**src/sv/fpu_pkg.sv**
```systemverilog
// Shared types, codes and constants of the binary32 arithmetic unit.
package fpu_pkg;

    typedef enum logic [1:0] {
        OP_ADD = 2'd0,
        OP_SUB = 2'd1,
        OP_MUL = 2'd2,
        OP_FMA = 2'd3
    } t_op;

    typedef enum logic [1:0] {
        RM_RNE = 2'd0,
        RM_RUP = 2'd1,
        RM_RDN = 2'd2,
        RM_RTZ = 2'd3
    } t_rm;

    typedef enum logic [1:0] {
        CFG_NAN_SCHEME  = 2'd0,
        CFG_DEFAULT_NAN = 2'd1,
        CFG_FMA_ZI_INV  = 2'd2
    } t_cfg_idx;

    localparam logic [31:0] DEFAULT_NAN_RST = 32'h7fc00000;
    localparam logic [31:0] POS_INF         = 32'h7f800000;
    localparam logic [31:0] MAX_FINITE      = 32'h7f7fffff;
    localparam logic [31:0] QUIET_BIT       = 32'h00400000;

    typedef struct packed {
        logic [1:0]  operation;
        logic [1:0]  rounding_mode;
        logic [31:0] operand_a;
        logic [31:0] operand_b;
        logic [31:0] operand_c;
    } t_in;

    typedef struct packed {
        logic [31:0] result;
        logic        flag_invalid;
        logic        flag_overflow;
        logic        flag_underflow;
        logic        flag_inexact;
    } t_out;

    // Signed exponents: 11 bits cover every intermediate value.
    typedef logic signed [10:0] t_exp;

    // Special-case outcome, resolved in the first stage.
    typedef struct packed {
        logic        special;
        logic [31:0] value;
        logic        invalid;
    } t_spec;

    // Terms aligned for the adder, handed from alignment stage to add stage.
    typedef struct packed {
        logic        valid;
        t_rm         rm;
        t_spec       spec;
        logic        s1;
        logic [63:0] m1;
        logic        s2;
        logic [63:0] m2;
        t_exp        e;
    } t_sum_in;

    function automatic logic f_is_nan(logic [31:0] x);
        return (x[30:23] == 8'hff) && (x[22:0] != 23'd0);
    endfunction

    function automatic logic f_is_snan(logic [31:0] x);
        return f_is_nan(x) && !x[22];
    endfunction

    function automatic logic f_is_inf(logic [31:0] x);
        return x[30:0] == POS_INF[30:0];
    endfunction

    function automatic logic f_is_zero(logic [31:0] x);
        return x[30:0] == 31'd0;
    endfunction

    function automatic logic [23:0] f_mant(logic [31:0] x);
        return {x[30:23] != 8'd0, x[22:0]};
    endfunction

    function automatic t_exp f_exp(logic [31:0] x);
        t_exp e;
        e = (x[30:23] == 8'd0) ? t_exp'(1) : t_exp'({3'd0, x[30:23]});
        return e - t_exp'(150);
    endfunction

    function automatic logic [5:0] f_lzc64(logic [63:0] v);
        logic [5:0] n;
        n = 6'd63;
        for (int i = 0; i < 64; i++) begin
            if (v[i]) n = 6'(63 - i);
        end
        return n;
    endfunction

endpackage

```
**src/sv/fpu_round.sv**
```systemverilog
// Normalize, round and pack stages of the binary32 unit.
module fpu_round (
    input  logic                 i_clk,
    input  logic                 i_rst_n,
    input  logic                 i_valid,
    input  fpu_pkg::t_rm         i_rm,
    input  fpu_pkg::t_spec       i_spec,
    input  logic                 i_sign,
    input  logic                 i_zero,
    input  logic [63:0]          i_sig,
    input  fpu_pkg::t_exp        i_exp,
    output logic                 o_valid,
    output fpu_pkg::t_out        o_res
);
    import fpu_pkg::*;

    // Stage A: normalize so bit 62 is set.
    logic        r_a_valid, r_a_sign, r_a_zero;
    t_rm         r_a_rm;
    t_spec       r_a_spec;
    logic [62:0] r_a_sig;
    t_exp        r_a_x;
    logic [5:0]  lz;

    assign lz = f_lzc64(i_sig);

    always_ff @(posedge i_clk) begin
        if (!i_rst_n) begin
            r_a_valid <= 1'b0;
        end else begin
            r_a_valid <= i_valid;
        end
        r_a_rm   <= i_rm;
        r_a_spec <= i_spec;
        r_a_sign <= i_sign;
        r_a_zero <= i_zero;
        // lz counts from bit 63; bit 62 target means one less shift.
        r_a_sig  <= 63'(i_sig << (lz - 6'd1));
        r_a_x    <= i_exp + t_exp'(63) - t_exp'({5'd0, lz});
    end

    // Stage B: choose rounding position, compute tininess.
    function automatic logic f_rup(logic lsb, logic g, logic st, logic s, t_rm rm);
        case (rm)
            RM_RNE:  return g && (st || lsb);
            RM_RUP:  return (g || st) && !s;
            RM_RDN:  return (g || st) && s;
            default: return 1'b0;
        endcase
    endfunction

    logic        n_b_tiny;
    logic [6:0]  n_b_shift;
    t_exp        be;
    logic [23:0] q0;
    logic        inc0;
    logic [62:0] sig_n;

    always_comb begin
        // sig_n has bit 62 set (when not zero); pre-shift sits at bit 39.
        sig_n = r_a_sig;
        q0    = sig_n[62:39];
        inc0  = f_rup(q0[0], sig_n[38], sig_n[37:0] != 38'd0, r_a_sign, r_a_rm);
        if (inc0 && (q0 == 24'hffffff)) n_b_tiny = (r_a_x + t_exp'(1)) < t_exp'(-126);
        else n_b_tiny = r_a_x < t_exp'(-126);
        be = r_a_x + t_exp'(127);
        if (be >= t_exp'(1))       n_b_shift = 7'd39;
        else if (be < t_exp'(-23)) n_b_shift = 7'd64;
        else                       n_b_shift = 7'(t_exp'(40) - be);
    end

    logic        r_b_valid, r_b_sign, r_b_zero, r_b_tiny;
    t_rm         r_b_rm;
    t_spec       r_b_spec;
    t_exp        r_b_be;
    logic [24:0] r_b_q;
    logic        r_b_g, r_b_st;

    always_ff @(posedge i_clk) begin
        if (!i_rst_n) begin
            r_b_valid <= 1'b0;
        end else begin
            r_b_valid <= r_a_valid;
        end
        r_b_rm   <= r_a_rm;
        r_b_spec <= r_a_spec;
        r_b_sign <= r_a_sign;
        r_b_zero <= r_a_zero;
        r_b_tiny <= n_b_tiny;
        r_b_be   <= be;
        if (n_b_shift == 7'd64) begin
            // Far below the smallest subnormal: only a sticky bit survives.
            r_b_q  <= 25'd0;
            r_b_g  <= 1'b0;
            r_b_st <= 1'b1;
        end else begin
            r_b_q  <= 25'({1'b0, sig_n} >> n_b_shift);
            r_b_g  <= sig_n[6'(n_b_shift - 7'd1)];
            r_b_st <= ((sig_n << (7'd64 - n_b_shift)) & {63{1'b1}}) != 63'd0
                      && n_b_shift > 7'd1;
        end
    end

    // Stage C: increment, overflow, pack.
    t_out        n_res;
    logic [24:0] q;
    logic        inx;
    t_exp        bef;
    logic [30:0] big;

    always_comb begin
        inx  = r_b_g || r_b_st;
        q    = r_b_q + 25'(f_rup(r_b_q[0], r_b_g, r_b_st, r_b_sign, r_b_rm));
        bef  = r_b_be;
        n_res = '0;
        n_res.flag_inexact   = inx;
        n_res.flag_underflow = r_b_tiny && inx;
        case (r_b_rm)
            RM_RNE:  big = POS_INF[30:0];
            RM_RUP:  big = r_b_sign ? MAX_FINITE[30:0] : POS_INF[30:0];
            RM_RDN:  big = r_b_sign ? POS_INF[30:0] : MAX_FINITE[30:0];
            default: big = MAX_FINITE[30:0];
        endcase
        if (r_b_be >= t_exp'(1)) begin
            if (q[24]) begin
                q   = q >> 1;
                bef = r_b_be + t_exp'(1);
            end
            if (bef >= t_exp'(255)) begin
                n_res.flag_overflow = 1'b1;
                n_res.flag_inexact  = 1'b1;
                n_res.result        = {r_b_sign, big};
            end else begin
                n_res.result = {r_b_sign, bef[7:0], q[22:0]};
            end
        end else begin
            n_res.result = {r_b_sign, 7'd0, q[23:0]};
        end
        if (r_b_zero) begin
            n_res = '0;
            n_res.result = {r_b_rm == RM_RDN, 31'd0};
        end
        if (r_b_spec.special) begin
            n_res = '0;
            n_res.result       = r_b_spec.value;
            n_res.flag_invalid = r_b_spec.invalid;
        end
    end

    always_ff @(posedge i_clk) begin
        if (!i_rst_n) begin
            o_valid <= 1'b0;
        end else begin
            o_valid <= r_b_valid;
        end
        o_res <= n_res;
    end

endmodule

```
**src/sv/fp32_add_sub_mul_fma_unit.sv**
```systemverilog
// Top level of the pipelined binary32 add / subtract / multiply / FMA unit.
//
// Usage:
//   Drive i_start with an operation beat on i_in; it is taken at the edge
//   where i_start is high and o_busy is low. o_busy is tied low: the pipe
//   accepts one beat every cycle with no stall.
//   Each result beat appears on o_out for exactly one cycle, marked by
//   o_done. Results leave in issue order.
//   The receiver cannot hold results off; nothing here waits on it.
//   Stages: 1 special cases and mantissa product, 2 alignment,
//   3 add and magnitude compare, 4 normalize, 5 rounding position and
//   tininess, 6 increment, overflow and pack into the output register.
//   Throughput is one beat per cycle; the pipe has six register stages,
//   as the product, alignment and normalize shifter each take a stage.
//   Configuration: i_cfg_we, i_cfg_idx, i_cfg_data write nan_scheme,
//   default_nan and fma_zero_inf_invalid; write them only while idle.
//   Reset (synchronous, active low) drops all in-flight beats and restores
//   default configuration: canonical NaN 0x7fc00000, invalid on FMA zero
//   times infinity.
module fp32_add_sub_mul_fma_unit (
    input  logic          i_clk,
    input  logic          i_rst_n,
    input  logic          i_start,
    output logic          o_busy,
    input  fpu_pkg::t_in  i_in,
    output logic          o_done,
    output fpu_pkg::t_out o_out,
    input  logic          i_cfg_we,
    input  logic [1:0]    i_cfg_idx,
    input  logic [31:0]   i_cfg_data
);
    import fpu_pkg::*;

    logic        r_nan_scheme, r_fma_zi_inv;
    logic [31:0] r_default_nan;

    always_ff @(posedge i_clk) begin
        if (!i_rst_n) begin
            r_nan_scheme  <= 1'b0;
            r_default_nan <= DEFAULT_NAN_RST;
            r_fma_zi_inv  <= 1'b1;
        end else if (i_cfg_we) begin
            case (t_cfg_idx'(i_cfg_idx))
                CFG_NAN_SCHEME:  r_nan_scheme  <= i_cfg_data[0];
                CFG_DEFAULT_NAN: r_default_nan <= i_cfg_data;
                CFG_FMA_ZI_INV:  r_fma_zi_inv  <= i_cfg_data[0];
                default: ;
            endcase
        end
    end

    assign o_busy = 1'b0;

    // ---- Stage 1: special cases, product, operand setup.
    logic [31:0] a, b, c, bx;
    t_op         op;
    t_spec       n_spec;
    logic        sp, is_fma, is_mul, add_only;

    function automatic logic [31:0] f_pick(logic sch, logic [31:0] dn, logic [31:0] x,
                                            logic [31:0] y, logic [31:0] z, logic use_z);
        if (!sch) return dn;
        if (f_is_nan(x)) return x | QUIET_BIT;
        if (f_is_nan(y) || !use_z) return y | QUIET_BIT;
        return z | QUIET_BIT;
    endfunction

    always_comb begin
        a  = i_in.operand_a;
        b  = i_in.operand_b;
        c  = i_in.operand_c;
        op = t_op'(i_in.operation);
        bx = (op == OP_SUB) ? {~b[31], b[30:0]} : b;
        sp = a[31] ^ b[31];
        is_fma = op == OP_FMA;
        is_mul = op == OP_MUL;
        add_only = !is_fma && !is_mul;
        n_spec = '0;
        if (add_only) begin
            if (f_is_nan(a) || f_is_nan(b)) begin
                n_spec = '{1'b1, f_pick(r_nan_scheme, r_default_nan, a, b, 32'd0, 1'b0),
                           f_is_snan(a) || f_is_snan(b)};
            end else if (f_is_inf(a) || f_is_inf(bx)) begin
                if (f_is_inf(a) && f_is_inf(bx) && a[31] != bx[31])
                    n_spec = '{1'b1, r_default_nan, 1'b1};
                else
                    n_spec = '{1'b1, f_is_inf(a) ? a : bx, 1'b0};
            end else if (f_is_zero(a) && f_is_zero(bx)) begin
                n_spec = '{1'b1, {(a[31] == bx[31]) ? a[31]
                           : (i_in.rounding_mode == RM_RDN), 31'd0}, 1'b0};
            end else if (f_is_zero(a)) begin
                n_spec = '{1'b1, bx, 1'b0};
            end else if (f_is_zero(bx)) begin
                n_spec = '{1'b1, a, 1'b0};
            end
        end else if (is_mul) begin
            if (f_is_nan(a) || f_is_nan(b)) begin
                n_spec = '{1'b1, f_pick(r_nan_scheme, r_default_nan, a, b, 32'd0, 1'b0),
                           f_is_snan(a) || f_is_snan(b)};
            end else if (f_is_inf(a) || f_is_inf(b)) begin
                if (f_is_zero(a) || f_is_zero(b)) n_spec = '{1'b1, r_default_nan, 1'b1};
                else n_spec = '{1'b1, {sp, POS_INF[30:0]}, 1'b0};
            end else if (f_is_zero(a) || f_is_zero(b)) begin
                n_spec = '{1'b1, {sp, 31'd0}, 1'b0};
            end
        end else begin
            if (f_is_nan(a) || f_is_nan(b) || f_is_nan(c)) begin
                n_spec = '{1'b1, f_pick(r_nan_scheme, r_default_nan, a, b, c, 1'b1),
                           f_is_snan(a) || f_is_snan(b) || f_is_snan(c) ||
                           (r_fma_zi_inv && ((f_is_zero(a) && f_is_inf(b)) ||
                                             (f_is_zero(b) && f_is_inf(a))))};
            end else if (f_is_inf(a) || f_is_inf(b)) begin
                if (f_is_zero(a) || f_is_zero(b) || (f_is_inf(c) && c[31] != sp))
                    n_spec = '{1'b1, r_default_nan, 1'b1};
                else n_spec = '{1'b1, {sp, POS_INF[30:0]}, 1'b0};
            end else if (f_is_inf(c)) begin
                n_spec = '{1'b1, c, 1'b0};
            end else if (f_is_zero(a) || f_is_zero(b)) begin
                if (f_is_zero(c))
                    n_spec = '{1'b1, {(sp == c[31]) ? sp
                               : (i_in.rounding_mode == RM_RDN), 31'd0}, 1'b0};
                else n_spec = '{1'b1, c, 1'b0};
            end
        end
    end

    // Term 1 is a or the product; term 2 is b or c, absent for multiply or a zero FMA addend.
    logic        r1_valid, r1_s1, r1_s2, r1_t2;
    t_rm         r1_rm;
    t_spec       r1_spec;
    logic [47:0] r1_m1;
    logic [23:0] r1_m2;
    t_exp        r1_e1, r1_e2;

    always_ff @(posedge i_clk) begin
        if (!i_rst_n) begin
            r1_valid <= 1'b0;
        end else begin
            r1_valid <= i_start;
        end
        r1_rm   <= t_rm'(i_in.rounding_mode);
        r1_spec <= n_spec;
        if (add_only) begin
            r1_s1 <= a[31];
            r1_m1 <= {24'd0, f_mant(a)};
            r1_e1 <= f_exp(a);
            r1_s2 <= bx[31];
            r1_m2 <= f_mant(bx);
            r1_e2 <= f_exp(bx);
            r1_t2 <= 1'b1;
        end else begin
            r1_s1 <= sp;
            r1_m1 <= f_mant(a) * f_mant(b);
            r1_e1 <= f_exp(a) + f_exp(b);
            r1_s2 <= c[31];
            r1_m2 <= f_mant(c);
            r1_e2 <= f_exp(c);
            r1_t2 <= is_fma && !f_is_zero(c);
        end
    end

    // ---- Stage 2: when term 2 is present, normalize both terms to bit 60 and align the smaller.
    logic [63:0] m1n, m2n, big_m, sml_m, sml_sh;
    t_exp        e1n, e2n, d;
    logic        swap;
    logic [5:0]  lz1, lz2;

    always_comb begin
        lz1 = f_lzc64({16'd0, r1_m1});
        lz2 = f_lzc64({40'd0, r1_m2});
        m1n = {16'd0, r1_m1} << (lz1 - 6'd3);
        m2n = {40'd0, r1_m2} << (lz2 - 6'd3);
        e1n = r1_e1 - t_exp'({5'd0, lz1}) + t_exp'(3);
        e2n = r1_e2 - t_exp'({5'd0, lz2}) + t_exp'(3);
        swap  = e1n < e2n;
        big_m = swap ? m2n : m1n;
        sml_m = swap ? m1n : m2n;
        d     = swap ? (e2n - e1n) : (e1n - e2n);
        if (d >= t_exp'(62)) sml_sh = 64'd1;
        else sml_sh = (sml_m >> d[5:0]) |
                      64'(((sml_m & ((64'd1 << d[5:0]) - 64'd1)) != 64'd0));
    end

    t_sum_in r2;
    logic    r2_t2;

    always_ff @(posedge i_clk) begin
        if (!i_rst_n) begin
            r2.valid <= 1'b0;
        end else begin
            r2.valid <= r1_valid;
        end
        r2.rm   <= r1_rm;
        r2.spec <= r1_spec;
        r2_t2   <= r1_t2;
        if (r1_t2) begin
            r2.s1 <= swap ? r1_s2 : r1_s1;
            r2.s2 <= swap ? r1_s1 : r1_s2;
            r2.m1 <= big_m;
            r2.m2 <= sml_sh;
            r2.e  <= swap ? e2n : e1n;
        end else begin
            r2.s1 <= r1_s1;
            r2.s2 <= r1_s1;
            r2.m1 <= {16'd0, r1_m1};
            r2.m2 <= 64'd0;
            r2.e  <= r1_e1;
        end
    end

    // ---- Stage 3: add or subtract magnitudes.
    logic [63:0] sum;
    logic        ssign;

    always_comb begin
        if (r2.s1 == r2.s2) begin
            sum = r2.m1 + r2.m2;  ssign = r2.s1;
        end else if (r2.m1 >= r2.m2) begin
            sum = r2.m1 - r2.m2;  ssign = r2.s1;
        end else begin
            sum = r2.m2 - r2.m1;  ssign = r2.s2;
        end
    end

    logic        r3_valid, r3_sign, r3_zero;
    t_rm         r3_rm;
    t_spec       r3_spec;
    logic [63:0] r3_sig;
    t_exp        r3_e;

    always_ff @(posedge i_clk) begin
        if (!i_rst_n) begin
            r3_valid <= 1'b0;
        end else begin
            r3_valid <= r2.valid;
        end
        r3_rm   <= r2.rm;
        r3_spec <= r2.spec;
        r3_sign <= ssign;
        r3_zero <= (sum == 64'd0) && r2_t2;
        r3_sig  <= (sum == 64'd0) ? 64'd1 : sum;
        r3_e    <= r2.e;
    end

    fpu_round u_round (
        .i_clk   (i_clk),
        .i_rst_n (i_rst_n),
        .i_valid (r3_valid),
        .i_rm    (r3_rm),
        .i_spec  (r3_spec),
        .i_sign  (r3_sign),
        .i_zero  (r3_zero),
        .i_sig   (r3_sig),
        .i_exp   (r3_e),
        .o_valid (o_done),
        .o_res   (o_out)
    );

endmodule
```
**config.mk**
```make
export PLATFORM = sky130hd
export DESIGN_NAME = fp32_add_sub_mul_fma_unit
export DESIGN_NICKNAME = d
export VERILOG_FILES = /design/src/sv/fpu_pkg.sv /design/src/sv/fpu_round.sv /design/src/sv/fp32_add_sub_mul_fma_unit.sv
export SDC_FILE = /design/constraint.sdc
export NUM_CORES = 2
export LEC_CHECK = 0
export BUFFER_PORTS_ARGS = -buffer_cell sky130_fd_sc_hd__buf_2
export CAP_MARGIN = 10
export CORE_MARGIN = 5
export CORE_UTILIZATION = 25
export DETAILED_ROUTE_END_ITERATION = 12
export HOLD_SLACK_MARGIN = 0.02
export PLACE_DENSITY = 0.39
export SYNTH_ARGS = -nofsm -noshare
export SYNTH_HDL_FRONTEND = slang
export SYNTH_SLANG_ARGS = --single-unit
```
**constraint.sdc**
```tcl
create_clock -name i_clk -period 12.6 [get_ports i_clk]
set_clock_uncertainty 0.15 [all_clocks]
set_input_delay 1.89 -clock i_clk [delete_from_list [all_inputs] [get_ports i_clk]]
set_output_delay 1.89 -clock i_clk [all_outputs]
set_load 0.02 [all_outputs]
```
==> results.toml <==
[sta]
fmax_ghz = 0.0929
finalCritPeriodShare_pct = 85.5
maxSlewViolCount = 0
hold_viol = 0
tightest_slew_ps = 1240
rsz0062_at_grt = "false"
min_period_ps = 10770
relSlewSlack_pct = 16.5
setup_tns_ps = 0
setup_viol = 0

[clock_network]
cts_made_buffers = 83
ctsResizeCount = 0
cts_setup_buffers = 0
cts_max_level = 3
clock_sinks = 686
hold_buffers = 0
worstSkewPairLatency_ps = 760
cts_tree = "done"
cts_root_buf = "clkbuf_16"
path_clk_slew_ps = 60
clock_path_buffers = 3

[floorplanning]
rows = 206
io_pins = 176
die_h_um = 571
start_util_pct = 25.1
die_w_um = 571
coreArea_sq_um = 314000
dieArea_sq_um = 327000

[critical_path]
critPathMaxFanout = 30
cp_slowest_cell = "nor3_1"
crit_path_end = "r2[17]$_SDFF_PP0_"
timing.rr.end = "r2[17]$_SDFF_PP0_"
r2r-start = "r1_m1[18]$_DFF_P_"
required_ps = 13120
startpoint = "r1_m1[18]$_DFF_P_"
cp.arrival_ps = 11290
reg2reg_depth = 33
r2r_setup_slack_ps = 1830
startpoint_type = "flip-flop"
worstSetupPathType = "reg -> reg"
cpPeakStageDelay_ps = 580
worst_setup_path_end_kind = "flip-flop"

[placement]
dpl.hpwl_um = 326000
place.gp.congestion = 0.972
io_buffers = 174

[cells_and_area]
area_delta_synth_final_pct = 10.9
multi_input_area_sq_um = 59500
fillers = 34397
drive_above_1_share_pct = 9.31
ff_latch_area_sq_um = 13700
finalNetCount = 11098

[status]
outcome = "finished clean"

[grt]
grt_usage_pct = 24.3
antenna_found_initial = 48
grt_pass1_vias = 77606
overflow = 0
grt_pass1_wl_um = 586000
grt_max_degree = 95

[logic_synthesis]
ys_types = 110
yosysSeqAreaShare_pct = 17.4
synth-edff-count = 0
ys_ff_latch = 686
async_flop_share_pct = 0
syn_area_sq_um = 78800
syn_inst = 10219
synth_top_cell_by_area = "dfxtp_1"
ys.flop_type = "dfxtp_1"
synthTopCellsByArea = "dfxtp_1 17%, fa_1 12%, ha_1 7.3%"
yosysWarningCount = 0
synth.avg_cell_area_sq_um = 7.71
synth_nets = 11309
synth.top_cell.area_share_pct = 17.4

[routing]
drtIter0Drc = 8095
antenna_left = 0
vias_per_cell = 5.58
post-route-drc-count = 0
drt-pass1-iter-count = 6
wl_um = 411000
post_drt_wl_per_cell_um = 28.8
num_vias = 79507

[min_path]
worstHoldStart = "r3_spec[33]$_DFF_P_"
hp-class = "reg -> reg"
hold_depth = 0

[run]
drv_cap = 0
-- how the worst min path moves through the flow --
stage | to
global route | u_round.r_b_spec[0]$_DFF_P_
detailed placement | u_round.r_b_spec[33]$_DFF_P_
CTS | u_round.r_a_spec[33]$_DFF_P_
finish | u_round.r_a_spec[33]$_DFF_P_
floorplan | r2[141]$_DFF_P_
global placement | u_round.r_b_spec[11]$_DFF_P_
-- routing by layer --
metal	wire (um)	part of all wire (%)	vias up	GRT usage, %
met1	182000	44	39922	33.1
li1	-	-	35424	-
met3	27800	6.8	695	4.13
met4	19300	4.7	32	9.68
met5	220	0.054	-	0
met2	181000	44	3434	38.1
-- logic make-up (layout without fill, tap and decap cells) --
group           after synthesis  in the layout  synth area share (%)
fa+ha+maj                   952            952                  19.8
mux                         641            641                  10.1
flops                       686            686                  17.4
xor+xnor                    223            223                  2.49
compound gates             2760           2760                  22.8
other cells                   1             17               0.00476
buf+inv                    1560           1417                  7.56
simple gates               3396           3396                  19.8
-- per-stage QoR --
stage	util [%]	instances	cell area, sq um	hold slack (ps)	setup slack, ps
2_1_floorplan	-	10219	78800	160	2820
3_3_place_gp	26.8	14079	84400	161	1610
3_5_place_dp	26.8	14082	84400	162	1570
4_1_cts	27.8	14235	87400	130	1850
5_1_grt	27.8	14237	87400	147	1440
6_report	27.8	14252	87400	140	1830
-- final cells by class --
type	count	share of cell area, %
repair buffers	436	3.27
well taps	4160	5.95
multi-input cells	7973	68.1
diodes	16	0.0458
clock inverters	48	0.806
clock buffers	105	2.57
flip-flops and latches	686	15.7
inverters	828	3.56
-- layout by cell type (no fill, tap or decap), drive strengths merged, types with 65 or more instances in the layout --
cell type  instances
and2             272
nand2b           130
mux2i            424
o22ai             83
nor2             750
fa               491
o21ai            568
xor2              73
nand2           1370
a21o             145
o211ai            81
mux2             104
dfxtp            686
buf              436
nand3            219
inv              834
xnor2            150
nand4             82
mux4             113
o21bai            94
clkbuf           105
a31oi            129
ha               461
a21oi            767
a211oi           132
nor2b             65
and3              65
nor3             177
a22oi            100
nor4             107
-- critical path: cells and delay by family, from the launching register on --
family / cells / cell delay, ps
AND/OR/NAND/NOR: 8 / 2670
AO/OA/AOI/OAI: 14 / 3930
flip-flops: 1 / 560
buffers and inverters: 4 / 960
XOR/XNOR: 1 / 210
multiplexers: 2 / 640
adder cells (fa/ha/maj): 4 / 1540
-- sequential cells by signal (all words and copies together), names as in the netlist, 24 cells and up --
register,flops
r3_sig,64
u_round.r_a_sig,63
u_round.r_a_spec,34
r1_m1,48
r3_spec,34
r_default_nan,32
u_round.r_b_spec,34
r2,178
u_round.o_res,36
r1_spec,34
u_round.r_b_q,25
r1_m2,24
-- cells in the mapped netlist, types with 105 or more instances --
cell         n
a211oi_1   131
a21o_1     145
a21oi_1    765
a31oi_1    127
and2_1     269
clkbuf_1   590
dfxtp_1    686
fa_1       491
ha_1       461
inv_1      818
mux2i_1    424
mux4_2     113
nand2_1   1368
nand2b_1   130
nand3_1    219
nor2_1     745
nor3_1     176
nor4_1     105
o21ai_0    545
xnor2_1    149
Power is not shown: default switching activity piles up to over one toggle a cycle in this logic, so the estimate is an artifact.
